### config.mk
export PLATFORM = sky130hd
export DESIGN_NAME = row_median_filter
export DESIGN_NICKNAME = d
export VERILOG_FILES = /design/src/rtl/core/rmf_pkg.sv /design/src/rtl/core/row_median_filter.sv /design/src/rtl/core/rmf_cell.sv /design/src/rtl/core/rmf_rank_lane.sv
export SDC_FILE = /design/constraint.sdc
export NUM_CORES = 2
export LEC_CHECK = 0
export BUFFER_PORTS_ARGS = -buffer_cell sky130_fd_sc_hd__buf_2
export CAP_MARGIN = 5
export CORE_MARGIN = 3
export CORE_UTILIZATION = 25
export CTS_BUF_LIST = sky130_fd_sc_hd__clkbuf_8
export DETAILED_ROUTE_END_ITERATION = 10
export MAX_ROUTING_LAYER = met4
export REMOVE_ABC_BUFFERS = 1
export SYNTH_ARGS = -nofsm -noshare
export SYNTH_HDL_FRONTEND = slang
export SYNTH_SLANG_ARGS = --single-unit
### constraint.sdc
create_clock -name aclk -period 10.3 [get_ports aclk]
set_input_delay 2.06 -clock aclk [delete_from_list [all_inputs] [get_ports aclk]]
set_output_delay 2.06 -clock aclk [all_outputs]
set_load 0.005 [all_outputs]
### src/rtl/core/rmf_pkg.sv
// ----------------------------------------------------------------------------
// rmf_pkg
// Shared constants and types of the row median filter: window geometry,
// pixel type, cell control and the registered rank lane record.
// ----------------------------------------------------------------------------
package rmf_pkg;

    localparam int MAX_HALF  = 7;
    localparam int WIN_DEPTH = 2 * MAX_HALF + 1;
    localparam int PIX_W     = 8;
    localparam int SIZE_W    = 4;
    localparam int HALF_W    = $clog2(MAX_HALF + 1);
    localparam int IDX_W     = $clog2(WIN_DEPTH);
    localparam int RANK_W    = $clog2(WIN_DEPTH);

    localparam logic [SIZE_W-1:0] SIZE_RESET = SIZE_W'(3);

    typedef logic [PIX_W-1:0]  pixel_t;
    typedef logic [HALF_W-1:0] half_t;
    typedef logic [IDX_W-1:0]  idx_t;
    typedef logic [RANK_W-1:0] rank_t;

    typedef pixel_t window_t [WIN_DEPTH];

    typedef struct packed {
        logic fill;
        logic shift;
    } cell_ctrl_t;

    typedef struct packed {
        pixel_t value;
        rank_t  rank;
        logic   active;
    } lane_t;

endpackage

### src/rtl/core/row_median_filter.sv
// ----------------------------------------------------------------------------
// row_median_filter
// Horizontal median filter over a row of 8-bit pixels with edge replication.
// ----------------------------------------------------------------------------
// One pixel is taken per cycle while m_ready is high and no flush is under
// way; each result that a transfer (or flush step) causes is registered in
// the window cells, then in the rank lanes, then in the output register. The
// window is a chain of cells shifting once per step; every lane ranks its
// entry against the others in one registered stage. After a pixel flagged
// row_end, s_ready stays low for h = window_size/2 flush steps while the last
// pixel is shifted in again to flush the remaining results; a held result
// stretches a step until m_ready returns. Write window_size only when no
// results are outstanding; it is taken at once, without refilling.
// ----------------------------------------------------------------------------
module row_median_filter (
    input  logic                  aclk,
    input  logic                  aresetn,
    input  logic                  cfg_wr_en,
    input  logic [rmf_pkg::SIZE_W-1:0] cfg_wr_data,
    input  logic                  s_valid,
    output logic                  s_ready,
    input  rmf_pkg::pixel_t       s_pixel,
    input  logic                  s_row_end,
    output logic                  m_valid,
    input  logic                  m_ready,
    output rmf_pkg::pixel_t       m_median,
    output logic                  m_last_of_row
);
    import rmf_pkg::*;

    logic [SIZE_W-1:0] size_reg;
    half_t             half;
    logic              even;

    half_t  pos_reg, pos_next;
    half_t  plast_reg, plast_next;
    half_t  k_reg, k_next;
    logic   flush_reg, flush_next;
    logic   v1_reg, v1_next, l1_reg, l1_next;
    logic   v2_reg, l2_reg;
    logic   out_valid_reg;
    pixel_t median_reg, median_next;
    logic   last_reg;

    logic       advance, accept, flush_step;
    cell_ctrl_t cell_ctrl;
    pixel_t     shift_in;
    window_t    window;
    lane_t      lanes [WIN_DEPTH];

    logic [SIZE_W-1:0] half_raw;
    pixel_t            sel_hi, sel_lo;
    logic [PIX_W:0]    pair_sum;

    always_comb begin
        half_raw = size_reg >> 1;
        if (half_raw > SIZE_W'(MAX_HALF)) begin
            half = half_t'(MAX_HALF);
        end else begin
            half = half_t'(half_raw);
        end
        even = (size_reg != '0) && !size_reg[0];
    end

    assign advance    = !out_valid_reg || m_ready;
    assign s_ready    = advance && !flush_reg;
    assign accept     = s_valid && s_ready;
    assign flush_step = advance && flush_reg;

    assign cell_ctrl.fill  = accept && (pos_reg == '0);
    assign cell_ctrl.shift = (accept && (pos_reg != '0)) || flush_step;
    assign shift_in        = accept ? s_pixel : window[0];

    always_comb begin
        pos_next   = pos_reg;
        plast_next = plast_reg;
        k_next     = k_reg;
        flush_next = flush_reg;
        v1_next    = v1_reg;
        l1_next    = l1_reg;
        if (advance) begin
            v1_next = 1'b0;
            l1_next = 1'b0;
        end
        if (accept) begin
            v1_next = (pos_reg >= half);
            l1_next = s_row_end && (half == '0);
            if (s_row_end) begin
                pos_next = '0;
                if (half != '0) begin
                    flush_next = 1'b1;
                    k_next     = half_t'(1);
                    plast_next = pos_reg;
                end
            end else if (pos_reg < half_t'(MAX_HALF)) begin
                pos_next = pos_reg + half_t'(1);
            end
        end else if (flush_step) begin
            v1_next = ({1'b0, plast_reg} + {1'b0, k_reg}) >= {1'b0, half};
            l1_next = (k_reg == half);
            if (k_reg == half) begin
                flush_next = 1'b0;
            end else begin
                k_next = k_reg + half_t'(1);
            end
        end
    end

    always_ff @(posedge aclk) begin
        if (!aresetn) begin
            size_reg      <= SIZE_RESET;
            pos_reg       <= '0;
            flush_reg     <= 1'b0;
            k_reg         <= '0;
            plast_reg     <= '0;
            v1_reg        <= 1'b0;
            l1_reg        <= 1'b0;
            v2_reg        <= 1'b0;
            l2_reg        <= 1'b0;
            out_valid_reg <= 1'b0;
            last_reg      <= 1'b0;
        end else begin
            if (cfg_wr_en) begin
                size_reg <= cfg_wr_data;
            end
            pos_reg   <= pos_next;
            flush_reg <= flush_next;
            k_reg     <= k_next;
            plast_reg <= plast_next;
            v1_reg    <= v1_next;
            l1_reg    <= l1_next;
            if (advance) begin
                v2_reg        <= v1_reg;
                l2_reg        <= l1_reg;
                out_valid_reg <= v2_reg;
                last_reg      <= l2_reg;
            end
        end
    end

    // window cells and rank lanes
    for (genvar i = 0; i < WIN_DEPTH; i++) begin : g_cell
        pixel_t prev_pixel;
        if (i == 0) begin : g_head
            assign prev_pixel = shift_in;
        end else begin : g_body
            assign prev_pixel = window[i-1];
        end

        rmf_cell u_cell (
            .aclk        (aclk),
            .ctrl        (cell_ctrl),
            .fill_pixel  (s_pixel),
            .shift_pixel (prev_pixel),
            .pixel_q     (window[i])
        );

        rmf_rank_lane u_lane (
            .aclk     (aclk),
            .advance  (advance),
            .lane_idx (idx_t'(i)),
            .half     (half),
            .window   (window),
            .lane_q   (lanes[i])
        );
    end

    // pick ranks h and h-1
    always_comb begin
        sel_hi = '0;
        sel_lo = '0;
        for (int i = 0; i < WIN_DEPTH; i++) begin
            if (lanes[i].active && (lanes[i].rank == rank_t'(half))) begin
                sel_hi = sel_hi | lanes[i].value;
            end
            if (lanes[i].active && (half != '0) &&
                (lanes[i].rank == rank_t'(half - half_t'(1)))) begin
                sel_lo = sel_lo | lanes[i].value;
            end
        end
        pair_sum = {1'b0, sel_hi} + {1'b0, sel_lo};
        if (even) begin
            median_next = pair_sum[PIX_W:1];
        end else begin
            median_next = sel_hi;
        end
    end

    always_ff @(posedge aclk) begin
        if (advance) begin
            median_reg <= median_next;
        end
    end

    assign m_valid       = out_valid_reg;
    assign m_median      = median_reg;
    assign m_last_of_row = last_reg;

endmodule

### src/rtl/core/rmf_cell.sv
// ----------------------------------------------------------------------------
// rmf_cell
// One window cell: holds a pixel, loads the fill pixel at row start or
// takes its neighbour's pixel on a shift.
// ----------------------------------------------------------------------------
module rmf_cell (
    input  logic                aclk,
    input  rmf_pkg::cell_ctrl_t ctrl,
    input  rmf_pkg::pixel_t     fill_pixel,
    input  rmf_pkg::pixel_t     shift_pixel,
    output rmf_pkg::pixel_t     pixel_q
);
    import rmf_pkg::*;

    pixel_t pixel_reg;

    always_ff @(posedge aclk) begin
        if (ctrl.fill) begin
            pixel_reg <= fill_pixel;
        end else if (ctrl.shift) begin
            pixel_reg <= shift_pixel;
        end
    end

    assign pixel_q = pixel_reg;

endmodule

### src/rtl/core/rmf_rank_lane.sv
// ----------------------------------------------------------------------------
// rmf_rank_lane
// Registered sort rank of one window entry among the active entries,
// ties broken by position so that every active entry gets its own rank.
// ----------------------------------------------------------------------------
module rmf_rank_lane (
    input  logic             aclk,
    input  logic             advance,
    input  rmf_pkg::idx_t    lane_idx,
    input  rmf_pkg::half_t   half,
    input  rmf_pkg::window_t window,
    output rmf_pkg::lane_t   lane_q
);
    import rmf_pkg::*;

    lane_t                 lane_reg;
    lane_t                 lane_next;
    logic [WIN_DEPTH-1:0]  less_vec;
    idx_t                  last_idx;
    pixel_t                own;

    always_comb begin
        last_idx = idx_t'(half) << 1;
        own      = window[lane_idx];
        for (int j = 0; j < WIN_DEPTH; j++) begin
            less_vec[j] = (idx_t'(j) != lane_idx) && (idx_t'(j) <= last_idx) &&
                          ((window[j] < own) ||
                           ((window[j] == own) && (idx_t'(j) < lane_idx)));
        end
        lane_next.value  = own;
        lane_next.rank   = rank_t'($countones(less_vec));
        lane_next.active = (lane_idx <= last_idx);
    end

    always_ff @(posedge aclk) begin
        if (advance) begin
            lane_reg <= lane_next;
        end
    end

    assign lane_q = lane_reg;

endmodule

==> summary.md <==
| Metric | Value |
|---|---|
| Largest net degree at the start of global routing | 138 |
| CTS Buffer Depth | 3 |
| Final non-filler cell total | 6261 |
| Vias per cell | 5.541 |
| Die ar. | 164200 um^2 |
| IO Port Bufs | 28 |
| Part of the power in combinational logic | 0.565 |
| P&R area growth vs syn | 11.87% |
| Max frequency | 160.2 MHz |
| Worst slew pin tran | 1.454 ns |
| Synth top area cells | ha_1, edfxtp_1, fa_1 |
| Worst-path clk slew | 0.06 ns |
| CP max FO | 11 |
| Clock tree from TritonCTS | done |
| Setup CP Type | reg2reg |
| Crit path DAT | 6.69 ns |
| Final ANT Viol Nets | 0 |
| Pre-antenna DRT Iters | 9 |
| Placed cell count | 6119 |
| Syn_area_per_cell | 9.971 um^2 |
| Avg WL per Cell | 29.09 um |
| Post_cts resized | 0 |
| Number of buffers created by CTS | 68 |
| Slowest cell on crit path | edfxtp_1 |
| Root buffer cell | clkbuf_8 |
| CP endpoint kind | flop |
| Die width | 405.2 um |
| Sum Neg Setup Slack | 0 ns |
| Worst hold path class | reg2reg |
| P_int | 4.539 mW |
| # Post-CTS Setup Buffers | 0 |
| Via count | 34692 |
| Cells after synthesis | 3995 |
| Slew Limit Fails | 0 |
| CTS hold repair buffers | 0 |
| Initial antenna violation count | 23 |
| Yosys reg bits | 340 |
| Slew margin rel. | 0.02064 |
| Fin crit period | 6.241 ns |
| Rows | 145 |
| Core ar. | 157300 um^2 |
| NetSw | 4.217 mW |
| Unique masters post-synth | 74 |
| Io pins | 29 |
| Share of cells above drive strength 1 | 0.06939 |
| PD cells | 196.5 nW/um^2 |
| Fill cells | 16290 |
| Fin. Hold Viols | 0 |
| Syn. warnings | 0 |
| Initial core utilization | 0.2532 |
| Final Skew | 0.04258 ns |
| Global Route Usage Sum | 0.2236 |
| Most frequent cells after synthesis | ha_1, inv_1, edfxtp_1 |
| H-tree levels | 3 |
| Share of the synthesized area in the top cell type | 0.3084 |
| Async set-or-reset flop fraction in the synthesized netlist | 0 |
| Sequential share of the synthesized area | 0.2513 |
| Clock power share | 0.174 |
| Post-DP HPWL | 135800 um |
| Startpoint type of the worst setup path | flop |
| RSZ-0062 raised after global routing | no |
| DRC viols | 0 |
| Synth Cell Area | 39830 um^2 |
| R2r setup slk | 4.06 ns |
| Vias in the first global route | 33242 |
| Post-synth EDFFs | 320 |
| Total Power | 8.756 mW |
| Setup violators final | 0 |
| Aggregate global routing overflow | 0 |
| CP max stage delay | 1.04 ns |
| Iteration-0 DRC Markers | 4607 |
| Sequential group share of total power | 0.262 |
| Most numerous cell in the Yosys netlist | ha_1 |
| Clock Sinks | 340 |
| Crit-path cells | inv_1 > ha_1 > nor2b_1 > o21a_1 > o21a_1 > o21ai_0 > a21oi_1 > a211oi_1 > a21oi_1 > and2_1 > ha_1 > inv_1 > fa_1 > inv_1 > fa_1 > fa_1 > ha_1 > inv_1 > fa_1 > xor2_1 |
| Register-to-Register Path Depth | 20 |
| Largest area contributor in the netlist | ha_1 |
| Switching part of the total power | 0.4816 |
| Nets | 5271 |
| Cell leakage power | 20.92 nW |
| Max cap viols | 0 |
| Critical Path RT | 10.75 ns |
| RePlAce Congestion | 1.055 |
| First-pass GRT wire length | 252600 um |
| Top_reg_cell synth | edfxtp_1 |
| WL final | 182100 um |
| Skew-Pair Late Insertion Delay | 0.73 ns |
| Max reg flops | 192 |
| Peak VDD IR | 88.36 uV |
| Tcrit/Tclk final | 0.6059 |
| Die H | 405.2 um |
| Hold Path Stages | 2 |
| Status | complete, no violations |
==> worst max-delay path: cells and delay by family (launching register included) <==
kind                       cells  cell delay [ns]
AOI/OAI and AO/OA              6             1.12
xor gates and xnor gates       1             0.17
adders and majority gates      7             2.66
buffers and inverters          4             0.61
DFF                            1             1.04
and+or+nand+nor                2             0.37
==> per-stage QoR <==
stage               setup WS [ns]    util  hold WS, ns  area, um^2
global route                4.026  0.2832       0.4847       44550
finish                      4.059  0.2833       0.4654       44560
detailed placement          4.347  0.2741       0.4563       43110
global placement            4.345  0.2741       0.4458       43110
floorplan                   1.941       -       0.4406       39460
CTS                         4.346  0.2829       0.4660       44500
==> final timing paths <==
kind / from / endpoint
worst min-delay path: l1_reg$_SDFFE_PN0P_ / l2_reg$_SDFFE_PN0N_
worst max register to register: g_cell[12].u_cell.pixel_q[1]$_DFFE_PP_ / g_cell[1].u_lane.lane_q[4]$_DFFE_PN_
worst min register to register: l1_reg$_SDFFE_PN0P_ / l2_reg$_SDFFE_PN0N_
worst max-delay path: g_cell[12].u_cell.pixel_q[1]$_DFFE_PP_ / g_cell[1].u_lane.lane_q[4]$_DFFE_PN_
==> cell families (layout without fill, tap and decap cells) <==
kind of cell | count (synthesis) | in the layout | share of synthesized area
other | 0 | 24 | 0
buffers and inverters | 478 | 662 | 0.04740
AND/OR/NAND/NOR | 975 | 975 | 0.1353
flip-flops | 340 | 340 | 0.2513
adder cells (fa/ha/maj) | 1122 | 1122 | 0.3788
XOR/XNOR | 100 | 100 | 0.02343
multiplexers | 6 | 6 | 0.001539
AO/OA/AOI/OAI | 974 | 974 | 0.1622
==> per-layer routing <==
layer | wire (um) | vias up | global-route usage
li1 | - | 15041 | -
met2 | 74220 | 2231 | 0.3165
met1 | 74650 | 16949 | 0.2963
met3 | 23310 | 471 | 0.05798
met4 | 9921 | 0 | 0.1034
met5 | 0 | - | -
==> cell usage in the layout, fill, tap and decap left out, types with 121 or more instances in the layout <==
master and n:
a21o_1 266, a21oi_1 225, edfxtp_1 320, fa_1 140, ha_1 982, inv_1 414
nand4_1 180, nor2_1 310, nor2b_1 121, o21ai_0 183
==> cell type report <==
class / count / area [um^2] / area share
repair buffers: 142 / 996.0 / 0.02235
diodes: 24 / 60.06 / 0.001348
multi-input cells: 3177 / 28010 / 0.6285
clock inverters: 47 / 417.9 / 0.009378
flip-flops and latches: 340 / 10010 / 0.2247
inverters: 402 / 1516 / 0.03403
well taps: 2058 / 2575 / 0.05778
clock buffers: 71 / 977.2 / 0.02193
==> power groups by stage <==
stage | Clock [mW] | Sequential (mW) | Combinational, mW
floorplan | 0 | 2.19 | 2.90
global placement | 0 | 2.30 | 4.65
detailed placement | 0 | 2.30 | 4.75
CTS | 1.54 | 2.27 | 4.79
global route | 1.60 | 2.29 | 5.42
finish | 1.52 | 2.29 | 4.94
Power figures use the tool's default switching activity.
